**src/frame_diff_dirty_rect_macros.svh**
```systemverilog
// Assertion macros for the frame difference dirty rectangle detector.
`ifndef FRAME_DIFF_DIRTY_RECT_MACROS_SVH
`define FRAME_DIFF_DIRTY_RECT_MACROS_SVH

`ifndef SYNTHESIS
`define FDDR_ASSERT_NOW(lbl, ante, cons) \
  lbl: assert property (@(posedge clk) disable iff (!rst_n) (ante) |-> (cons)) \
    else $error("frame_diff_dirty_rect: immediate check failed");
`define FDDR_ASSERT_NEXT(lbl, ante, cons) \
  lbl: assert property (@(posedge clk) disable iff (!rst_n) (ante) |=> (cons)) \
    else $error("frame_diff_dirty_rect: next cycle check failed");
`else
`define FDDR_ASSERT_NOW(lbl, ante, cons)
`define FDDR_ASSERT_NEXT(lbl, ante, cons)
`endif

`endif

```
**src/fddr_pkg.sv**
```systemverilog
// Types and constants shared by the dirty rectangle detector.
package fddr_pkg;

  localparam int unsigned FDDR_MAX_DIM = 4096;

  localparam int unsigned CFG_DATA_W = 13;
  localparam int unsigned CFG_IDX_W  = 2;

  localparam logic [CFG_IDX_W-1:0] CFG_FRAME_WIDTH    = 2'd0;
  localparam logic [CFG_IDX_W-1:0] CFG_FRAME_HEIGHT   = 2'd1;
  localparam logic [CFG_IDX_W-1:0] CFG_DIFF_THRESHOLD = 2'd2;

  localparam logic [12:0] RST_FRAME_WIDTH    = 13'd640;
  localparam logic [12:0] RST_FRAME_HEIGHT   = 13'd480;
  localparam logic [7:0]  RST_DIFF_THRESHOLD = 8'd8;

  typedef struct packed {
    logic [7:0] first_red;
    logic [7:0] first_green;
    logic [7:0] first_blue;
    logic [7:0] first_alpha;
    logic [7:0] second_red;
    logic [7:0] second_green;
    logic [7:0] second_blue;
    logic [7:0] second_alpha;
  } fddr_in_t;

  typedef struct packed {
    logic        changed;
    logic [11:0] rect_x;
    logic [11:0] rect_y;
    logic [12:0] rect_width;
    logic [12:0] rect_height;
  } fddr_out_t;

endpackage

```
**src/frame_diff_dirty_rect.sv**
```systemverilog
// Top level of the frame difference dirty rectangle detector.
// Pixel pair beats are registered in s1_r, then processed from that register; the
// rectangle beat is registered in out_r when the last pixel of a frame advances.
// Throughput: one pixel pair per cycle, set by the min/max update; a frame end
// stalls the input only while the previous rectangle is still held by out_stall.
// Reset (synchronous, rst_n low) restores the register defaults, empties both
// pipeline registers and clears the frame tracking.
`include "frame_diff_dirty_rect_macros.svh"

module frame_diff_dirty_rect #(
  parameter int unsigned MAX_DIM = fddr_pkg::FDDR_MAX_DIM
) (
  input  logic                                clk,
  input  logic                                rst_n,
  input  logic                                cfg_we,
  input  logic [fddr_pkg::CFG_IDX_W-1:0]      cfg_index,
  input  logic [fddr_pkg::CFG_DATA_W-1:0]     cfg_wdata,
  input  logic                                in_valid,
  output logic                                in_stall,
  input  fddr_pkg::fddr_in_t                  in_data,
  output logic                                out_valid,
  input  logic                                out_stall,
  output fddr_pkg::fddr_out_t                 out_data
);
  import fddr_pkg::*;

  localparam int unsigned CW = $clog2(MAX_DIM);

  logic [12:0]   frame_width_r;
  logic [12:0]   frame_height_r;
  logic [7:0]    diff_threshold_r;

  logic          s1_valid_r;
  fddr_in_t      s1_r;

  logic [CW-1:0] column_count_r, column_count_nxt;
  logic [CW-1:0] row_count_r, row_count_nxt;
  logic [CW-1:0] min_column_r, min_column_nxt;
  logic [CW-1:0] max_column_r, max_column_nxt;
  logic [CW-1:0] min_row_r, min_row_nxt;
  logic [CW-1:0] max_row_r, max_row_nxt;
  logic          any_changed_r, any_changed_nxt;

  logic          out_valid_r;
  fddr_out_t     out_r, out_nxt;

  logic [9:0]    sum_first, sum_second;
  logic [7:0]    avg_first, avg_second, mag;
  logic          pix_changed;
  logic [CW-1:0] last_col, last_row;
  logic          row_end, frame_end;
  logic          advance, in_accept;

  // Configuration registers.
  always_ff @(posedge clk) begin
    if (!rst_n) begin
      frame_width_r    <= RST_FRAME_WIDTH;
      frame_height_r   <= RST_FRAME_HEIGHT;
      diff_threshold_r <= RST_DIFF_THRESHOLD;
    end else if (cfg_we) begin
      case (cfg_index)
        CFG_FRAME_WIDTH:    frame_width_r    <= cfg_wdata[12:0];
        CFG_FRAME_HEIGHT:   frame_height_r   <= cfg_wdata[12:0];
        CFG_DIFF_THRESHOLD: diff_threshold_r <= cfg_wdata[7:0];
        default: ;
      endcase
    end
  end

  // Clamp the dimensions to the range one to MAX_DIM and take the last index.
  function automatic logic [CW-1:0] last_index(input logic [12:0] dim);
    logic [31:0] d;
    d = 32'(dim);
    if (d == 32'd0) begin
      return '0;
    end else if (d > 32'(MAX_DIM)) begin
      return CW'(MAX_DIM - 1);
    end else begin
      return CW'(d - 32'd1);
    end
  endfunction

  always_comb begin
    sum_first  = 10'(s1_r.first_red) + 10'(s1_r.first_green)
               + 10'(s1_r.first_blue) + 10'(s1_r.first_alpha);
    sum_second = 10'(s1_r.second_red) + 10'(s1_r.second_green)
               + 10'(s1_r.second_blue) + 10'(s1_r.second_alpha);
    avg_first   = sum_first[9:2];
    avg_second  = sum_second[9:2];
    mag         = (avg_first >= avg_second) ? (avg_first - avg_second)
                                            : (avg_second - avg_first);
    pix_changed = (mag >= diff_threshold_r);
    last_col    = last_index(frame_width_r);
    last_row    = last_index(frame_height_r);
    row_end     = (column_count_r >= last_col);
    frame_end   = row_end && (row_count_r >= last_row);
  end

  assign advance   = s1_valid_r && (!frame_end || !out_valid_r || !out_stall);
  assign in_stall  = s1_valid_r && !advance;
  assign in_accept = in_valid && !in_stall;

  // Bounding box update and frame position tracking.
  always_comb begin
    min_column_nxt   = min_column_r;
    max_column_nxt   = max_column_r;
    min_row_nxt      = min_row_r;
    max_row_nxt      = max_row_r;
    any_changed_nxt  = any_changed_r;
    column_count_nxt = column_count_r;
    row_count_nxt    = row_count_r;
    if (pix_changed) begin
      if (!any_changed_r || column_count_r < min_column_r) min_column_nxt = column_count_r;
      if (!any_changed_r || column_count_r > max_column_r) max_column_nxt = column_count_r;
      if (!any_changed_r || row_count_r < min_row_r)       min_row_nxt    = row_count_r;
      if (!any_changed_r || row_count_r > max_row_r)       max_row_nxt    = row_count_r;
      any_changed_nxt = 1'b1;
    end

    if (any_changed_nxt) begin
      out_nxt.changed     = 1'b1;
      out_nxt.rect_x      = 12'(32'(min_column_nxt));
      out_nxt.rect_y      = 12'(32'(min_row_nxt));
      out_nxt.rect_width  = 13'(32'(max_column_nxt) - 32'(min_column_nxt) + 32'd1);
      out_nxt.rect_height = 13'(32'(max_row_nxt) - 32'(min_row_nxt) + 32'd1);
    end else begin
      out_nxt = '0;
    end

    if (frame_end) begin
      column_count_nxt = '0;
      row_count_nxt    = '0;
      min_column_nxt   = '1;
      max_column_nxt   = '0;
      min_row_nxt      = '1;
      max_row_nxt      = '0;
      any_changed_nxt  = 1'b0;
    end else if (row_end) begin
      column_count_nxt = '0;
      row_count_nxt    = row_count_r + CW'(1);
    end else begin
      column_count_nxt = column_count_r + CW'(1);
    end
  end

  always_ff @(posedge clk) begin
    if (!rst_n) begin
      s1_valid_r     <= 1'b0;
      out_valid_r    <= 1'b0;
      column_count_r <= '0;
      row_count_r    <= '0;
      min_column_r   <= '1;
      max_column_r   <= '0;
      min_row_r      <= '1;
      max_row_r      <= '0;
      any_changed_r  <= 1'b0;
    end else begin
      if (in_accept) begin
        s1_valid_r <= 1'b1;
      end else if (advance) begin
        s1_valid_r <= 1'b0;
      end

      if (advance) begin
        column_count_r <= column_count_nxt;
        row_count_r    <= row_count_nxt;
        min_column_r   <= min_column_nxt;
        max_column_r   <= max_column_nxt;
        min_row_r      <= min_row_nxt;
        max_row_r      <= max_row_nxt;
        any_changed_r  <= any_changed_nxt;
      end

      if (advance && frame_end) begin
        out_valid_r <= 1'b1;
      end else if (!out_stall) begin
        out_valid_r <= 1'b0;
      end
    end
  end

  always_ff @(posedge clk) begin
    if (in_accept) begin
      s1_r <= in_data;
    end
    if (advance && frame_end) begin
      out_r <= out_nxt;
    end
  end

  assign out_valid = out_valid_r;
  assign out_data  = out_r;

  `FDDR_ASSERT_NOW(a_empty_rect_zero, out_valid_r && !out_r.changed, out_r.rect_x == 12'd0 && out_r.rect_y == 12'd0 && out_r.rect_width == 13'd0 && out_r.rect_height == 13'd0)
  `FDDR_ASSERT_NOW(a_changed_rect_size, out_valid_r && out_r.changed, out_r.rect_width != 13'd0 && out_r.rect_height != 13'd0)
  `FDDR_ASSERT_NOW(a_idle_box_cleared, !any_changed_r, min_column_r == '1 && max_column_r == '0 && min_row_r == '1 && max_row_r == '0)
  `FDDR_ASSERT_NEXT(a_out_held_on_stall, out_valid_r && out_stall, out_valid_r && $stable(out_r))

endmodule

```
**config.mk**
```make
export PLATFORM = sky130hd
export DESIGN_NAME = frame_diff_dirty_rect
export DESIGN_NICKNAME = d
export VERILOG_FILES = /design/src/fddr_pkg.sv /design/src/frame_diff_dirty_rect.sv
export VERILOG_INCLUDE_DIRS = /design/src /design/src/src
export SDC_FILE = /design/constraint.sdc
export NUM_CORES = 1
export LEC_CHECK = 0
export BUFFER_PORTS_ARGS = -buffer_cell sky130_fd_sc_hd__buf_2
export CORE_ASPECT_RATIO = 1.1
export CORE_MARGIN = 3
export CORE_UTILIZATION = 61
export DETAILED_ROUTE_END_ITERATION = 8
export PLACE_DENSITY = 0.82
export SLEW_MARGIN = 20
export SYNTH_ARGS = -nofsm -noshare
export SYNTH_HDL_FRONTEND = slang
export SYNTH_SLANG_ARGS = --single-unit
```
**constraint.sdc**
```tcl
create_clock -name clk -period 23.2 [get_ports clk]
set_input_delay 1.16 -clock clk [delete_from_list [all_inputs] [get_ports clk]]
set_output_delay 1.16 -clock clk [all_outputs]
set_load 0.1 [all_outputs]
```
[After elaboration in Yosys (flattened, before gate mapping)]
Index checks and enable logic that the tools add are counted.
Storage, ports and cells
  output and inout port bits: 53
  flip-flop bits (word level): 224
Operators by class
  reduce and logical (&&, ||, !) cells: 26
  $add $sub $neg: 16
  $lt $le $gt $ge: 10
  eq/ne operators: 3
  multiplexer cells: 28
Operators with widths (number)
  two-way mux 12 bit: 20
  two-way mux 51 bit: 1
  adder 13 x 2 -> 13 bit (second input constant): 2
  greater-than comparator 13 bit (second input constant): 2
  logical NOT 13 bit: 2
  subtractor 12 x 12 -> 13 bit: 2
  adder 12 x 1 -> 12 bit (second input constant): 2
  >= comparator 12 bit: 2
  greater-than comparator 12 bit: 2
  < comparator 12 bit: 2
  subtractor 12 x 1 -> 12 bit (second input constant): 2
  adder 10 x 8 -> 10 bit: 2
  adder 9 x 8 -> 10 bit: 2
  adder 8 x 8 -> 9 bit: 2
  >= comparator 8 bit: 2
  subtractor 8 bit: 2
  two-way mux 8 bit: 1
  AND reduction 2 bit: 4
  logical NOT 1 bit: 6
  logical OR 1 bit: 6
  two-way mux 1 bit: 6
  logical AND 1 bit: 5
  nonzero test 2 bit: 2
  == test 2 x 1 -> 1 bit (second input constant): 1
  3 further kinds: 3

[Depth between registers and ports, before layout]
  depth after elaboration: 14
  gate-level depth with buffers: 42
  mapped depth without buffers: 40

[Least setup slack after synthesis]
OpenSTA, ideal clock, no wires.
  path type: flip-flop to flip-flop
  from: register s1_r[10] in the netlist's numbering
  to: register out_r (netlist bit out_data[24]), data pin
  path slack: 14.383 ns
  cell stages (with the launch flop): 43
  path buffers: 2
  clock period less this slack: 8.817 ns
  library setup time: 0.266 ns
  arrival: 8.551 ns
  cell sequence: edfxtp_1 inv_1 fa_1 fa_1 inv_1 ha_1 and4b_1 o21ai_0 nand2b_1 a21oi_1 o21bai_1 a21o_1 a21oi_1 xor2_1 ha_1 o21ai_0 a31o_2 a21o_1 [... 7 more ...] a21o_1 a31oi_1 a21boi_1 buf_4 mux2i_1 inv_1 ha_1 inv_1 ha_1 fa_1 a21o_1 a21oi_1 o21bai_1 a21o_1 a2111o_1 a31oi_1 xor2_1 nor2_1
On the way
  longest elaborated chain between the ends: 8
Ends and longest elaborated chain
  start: declaration: line frame_diff_dirty_rect.sv:34  | fddr_in_t s1_r;
  start signal: assignment: line frame_diff_dirty_rect.sv:184  | s1_r <= in_data;
  adder 9 x 8 -> 10 bit *: line frame_diff_dirty_rect.sv:87  | + 10'(s1_r.second_blue) + 10'(s1_r.second_alpha);
  adder 10 x 8 -> 10 bit *: line frame_diff_dirty_rect.sv:87
  subtractor 8 bit (tied with other cells): line frame_diff_dirty_rect.sv:91  | : (avg_second - avg_first);
  two-way mux 8 bit *: line frame_diff_dirty_rect.sv:90  | mag = (avg_first >= avg_second) ? (avg_first - avg_second)
  >= comparator 8 bit *: line frame_diff_dirty_rect.sv:92  | pix_changed = (mag >= diff_threshold_r);
  two-way mux 12 bit: line frame_diff_dirty_rect.sv:112  | if (pix_changed) begin
  subtractor 12 x 12 -> 13 bit: line frame_diff_dirty_rect.sv:124  | out_nxt.rect_width = 13'(32'(max_column_nxt) - 32'(min_column_nxt) + 32'd1);
  adder 13 x 2 -> 13 bit: line frame_diff_dirty_rect.sv:124
  end signal: assignment: line frame_diff_dirty_rect.sv:187  | out_r <= out_nxt;
  end: declaration: line frame_diff_dirty_rect.sv:45  | fddr_out_t out_r, out_nxt;
Mark *: on every way between the ends. The rest lies on a longest branch, timed or not.
A chain may end at the register's enable or synchronous reset.

[Worst setup path in the final report]
  from: register s1_r[42] in the netlist's numbering
  to: register out_r (netlist bit out_data[24]), data pin
On the way
  longest elaborated chain between the ends: 8
Ends and longest elaborated chain
  adder 9 x 8 -> 10 bit *: line frame_diff_dirty_rect.sv:85  | + 10'(s1_r.first_blue) + 10'(s1_r.first_alpha);
  adder 10 x 8 -> 10 bit *: line frame_diff_dirty_rect.sv:85
  subtractor 8 bit (tied with other cells): line frame_diff_dirty_rect.sv:91
  two-way mux 8 bit *: line frame_diff_dirty_rect.sv:90
  >= comparator 8 bit *: line frame_diff_dirty_rect.sv:92
  two-way mux 12 bit: line frame_diff_dirty_rect.sv:112
  subtractor 12 x 12 -> 13 bit: line frame_diff_dirty_rect.sv:124
  adder 13 x 2 -> 13 bit: line frame_diff_dirty_rect.sv:124
Marks and branches as above.

==> flow_summary.ini <==
[run_status]
status = finished clean

[die]
rows = 57
io_pins = 137
die_x_um = 150.6
fp.dieH_um = 165.1
design.core.area_sq_um = 22320
initial_core_util = 0.6286
die_area_sq_um = 24860

[worst_setup_path]
critPathCaptureType = register
crit_buf_inv = 2
cp-start-kind = register
reg2reg_depth = 38
cp_data_required_time_ns = 23.41
crit_type = register to register
worst-path-stages = 38
crit_path_top_delay_cell = and3_1
cpPeakStageDelay_ns = 0.77
r2r-start = s1_r[42]
cp_top_family = compound AO/OA/AOI/OAI gates
crit_arrival_ns = 10.35
reg2reg_to = out_data[24]
path_max_fanout = 24
r2r_setup_slack_ns = 13.06

[clock_network]
hold_buffers = 0
post_cts.repair.setup_buffers = 0
cts_resized = 0
cts_buffers = 23
h-tree-depth = 1
clock_sinks = 224
path_clk_slew_ns = 0.06
tritoncts = built
cts_root_buf = clkbuf_16
clock_latency_ns = 0.51
clock_path_buffers = 3

[worst_hold_path]
holdPathStages = 1
worstHoldStart = max_row_r[4]
hp-class = register to register
hold_end = max_row_r[4]

[synth]
yosysSeqAreaShare = 0.4016
synth_seq_cells = 224
postSynthAreaPerCell_sq_um = 9.704
ys_types = 66
syn_nets = 1723
ys_warn_count = 0
async_reset_ff_frac = 0
synth_ff_type = edfxtp_1
synth.area.top_cells = edfxtp_1 (25%), dfxtp_1 (16%), ha_1 (14%)
syn_inst = 1446
synth_top_cell_by_area = edfxtp_1
syn_area_sq_um = 14030
synth_edf_count = 115
synth_top_area_frac = 0.2461

[timing]
finalSetupViolCount = 0
slew_viol_final = 0
fmax_mhz = 98.66
fin_tns_setup_ns = 0
min_period_ns = 10.14
final-hold-violation-count = 0
worst_pin_slew_ns = 1.018
rsz0062_at_grt = no
clock_skew_ns = 0.01802
slew_headroom = 0.3195
period_share = 0.4369

[placement]
routabilityCongestion = 0.8890
placed_cells = 1831
portBuffers = 136
dp_hpwl_um = 21150

[global_routing]
grt_pass1_vias = 10220
track_usage = 0.2294
overflow = 0
grt_pass1_wl_um = 47830
grt_max_degree = 65
antenna_found_initial = 0

[detailed_routing]
wl_per_cell_um = 14.99
via_count = 10440
drtIter0Drc = 491
final_antenna_net_count = 0
vias_per_cell = 5.575
drc = 0
first_pass_iters = 5
routed_wl_um = 28070

[layout]
fin_cells = 1872
mostFrequentLayoutCells = inv_1 (180), ha_1 (157), nand2_1 (136), buf_2 (136), edfxtp_1 (115)
n_antenna_cell = 0
fin_nets = 1838
finish.utilization = 0.7028
final_common_cell = inv_1
syn_to_final_growth_pct = 11.80
drive_gt1_frac = 0.1224

[flow_run]
cap_violations = 0
==> synthesized netlist by cell type, types with 3 or more instances <==
cell	n
inv_1	180
ha_1	157
nand2_1	136
edfxtp_1	115
dfxtp_1	109
nor2_1	93
a21oi_1	80
o21ai_0	55
nor3_1	38
mux2i_1	37
fa_1	36
clkbuf_1	35
xnor2_1	30
xor2_1	30
a21o_1	29
nor2b_1	29
a22o_1	24
a21boi_0	21
o211ai_1	19
a31oi_1	18
nand3_1	17
buf_2	15
nand2b_1	15
or3_1	12
and3_1	9
nand4_1	9
o21a_1	9
o21bai_1	9
o2111ai_1	7
and4_1	4
nand3b_1	4
nor4_1	4
a2111oi_0	3
a211o_1	3
a22oi_1	3
a311o_1	3
a41oi_1	3
and2_1	3
mux2_2	3
nor3b_1	3
or2_2	3
==> state kept, by name, indices dropped and copies added, names as in the netlist, 13 cells and up <==
register / flops
out_data: 51
frame_width_r: 13
frame_height_r: 13
s1_r: 64
==> metal layers <==
layer	vias to the layer above	wire [um]	global-route usage
met3	52	1287	0.02675
met1	4871	12310	0.3031
met2	244	13850	0.4042
met4	0	616	0.05771
li1	5269	-	-
met5	-	0	0
==> worst max-delay path by stage <==
| stage | slack (ns) | to | start |
|---|---|---|---|
| after floorplan | 14.38 | out_data[24] | s1_r[10] |
| after global placement | 13.56 | out_data[24] | s1_r[42] |
| after CTS | 13.20 | out_data[24] | s1_r[42] |
| after detailed placement | 13.28 | out_data[24] | s1_r[33] |
| after global routing | 12.34 | out_data[24] | s1_r[42] |
| final | 13.06 | out_data[24] | s1_r[42] |
==> per-stage QoR <==
step	hold WS [ns]	cell area [sq um]	setup slack, ns
3_3_place_gp	0.4566	14930	13.56
4_1_cts	0.4765	15690	13.20
5_1_grt	0.4910	15690	12.34
3_5_place_dp	0.4543	14930	13.28
6_report	0.4751	15690	13.06
2_1_floorplan	0.4422	14030	14.38
==> layout make-up <==
class,count,area (sq um)
tap,295,369.1
clock buffer,28,594.3
clock inverter,13,163.9
fill,1648,6635
sequential,224,5635
timing repair buffer,142,725.7
multi-input combinational,990,7523
inverter,180,675.6
==> kinds of logic (layout without fill, tap and decap cells) <==
| logic type | count (synthesis) | count (layout) | synth area share |
|---|---|---|---|
| simple gates | 388 | 388 | 0.1303 |
| fa+ha+maj | 194 | 194 | 0.1921 |
| flops | 224 | 224 | 0.4016 |
| buf+inv | 232 | 363 | 0.06393 |
| xor+xnor | 60 | 60 | 0.03745 |
| mux | 40 | 40 | 0.02880 |
| compound gates | 308 | 308 | 0.1459 |
Power is not shown: default switching activity piles up to over one toggle a cycle in this logic, so the estimate is an artifact.
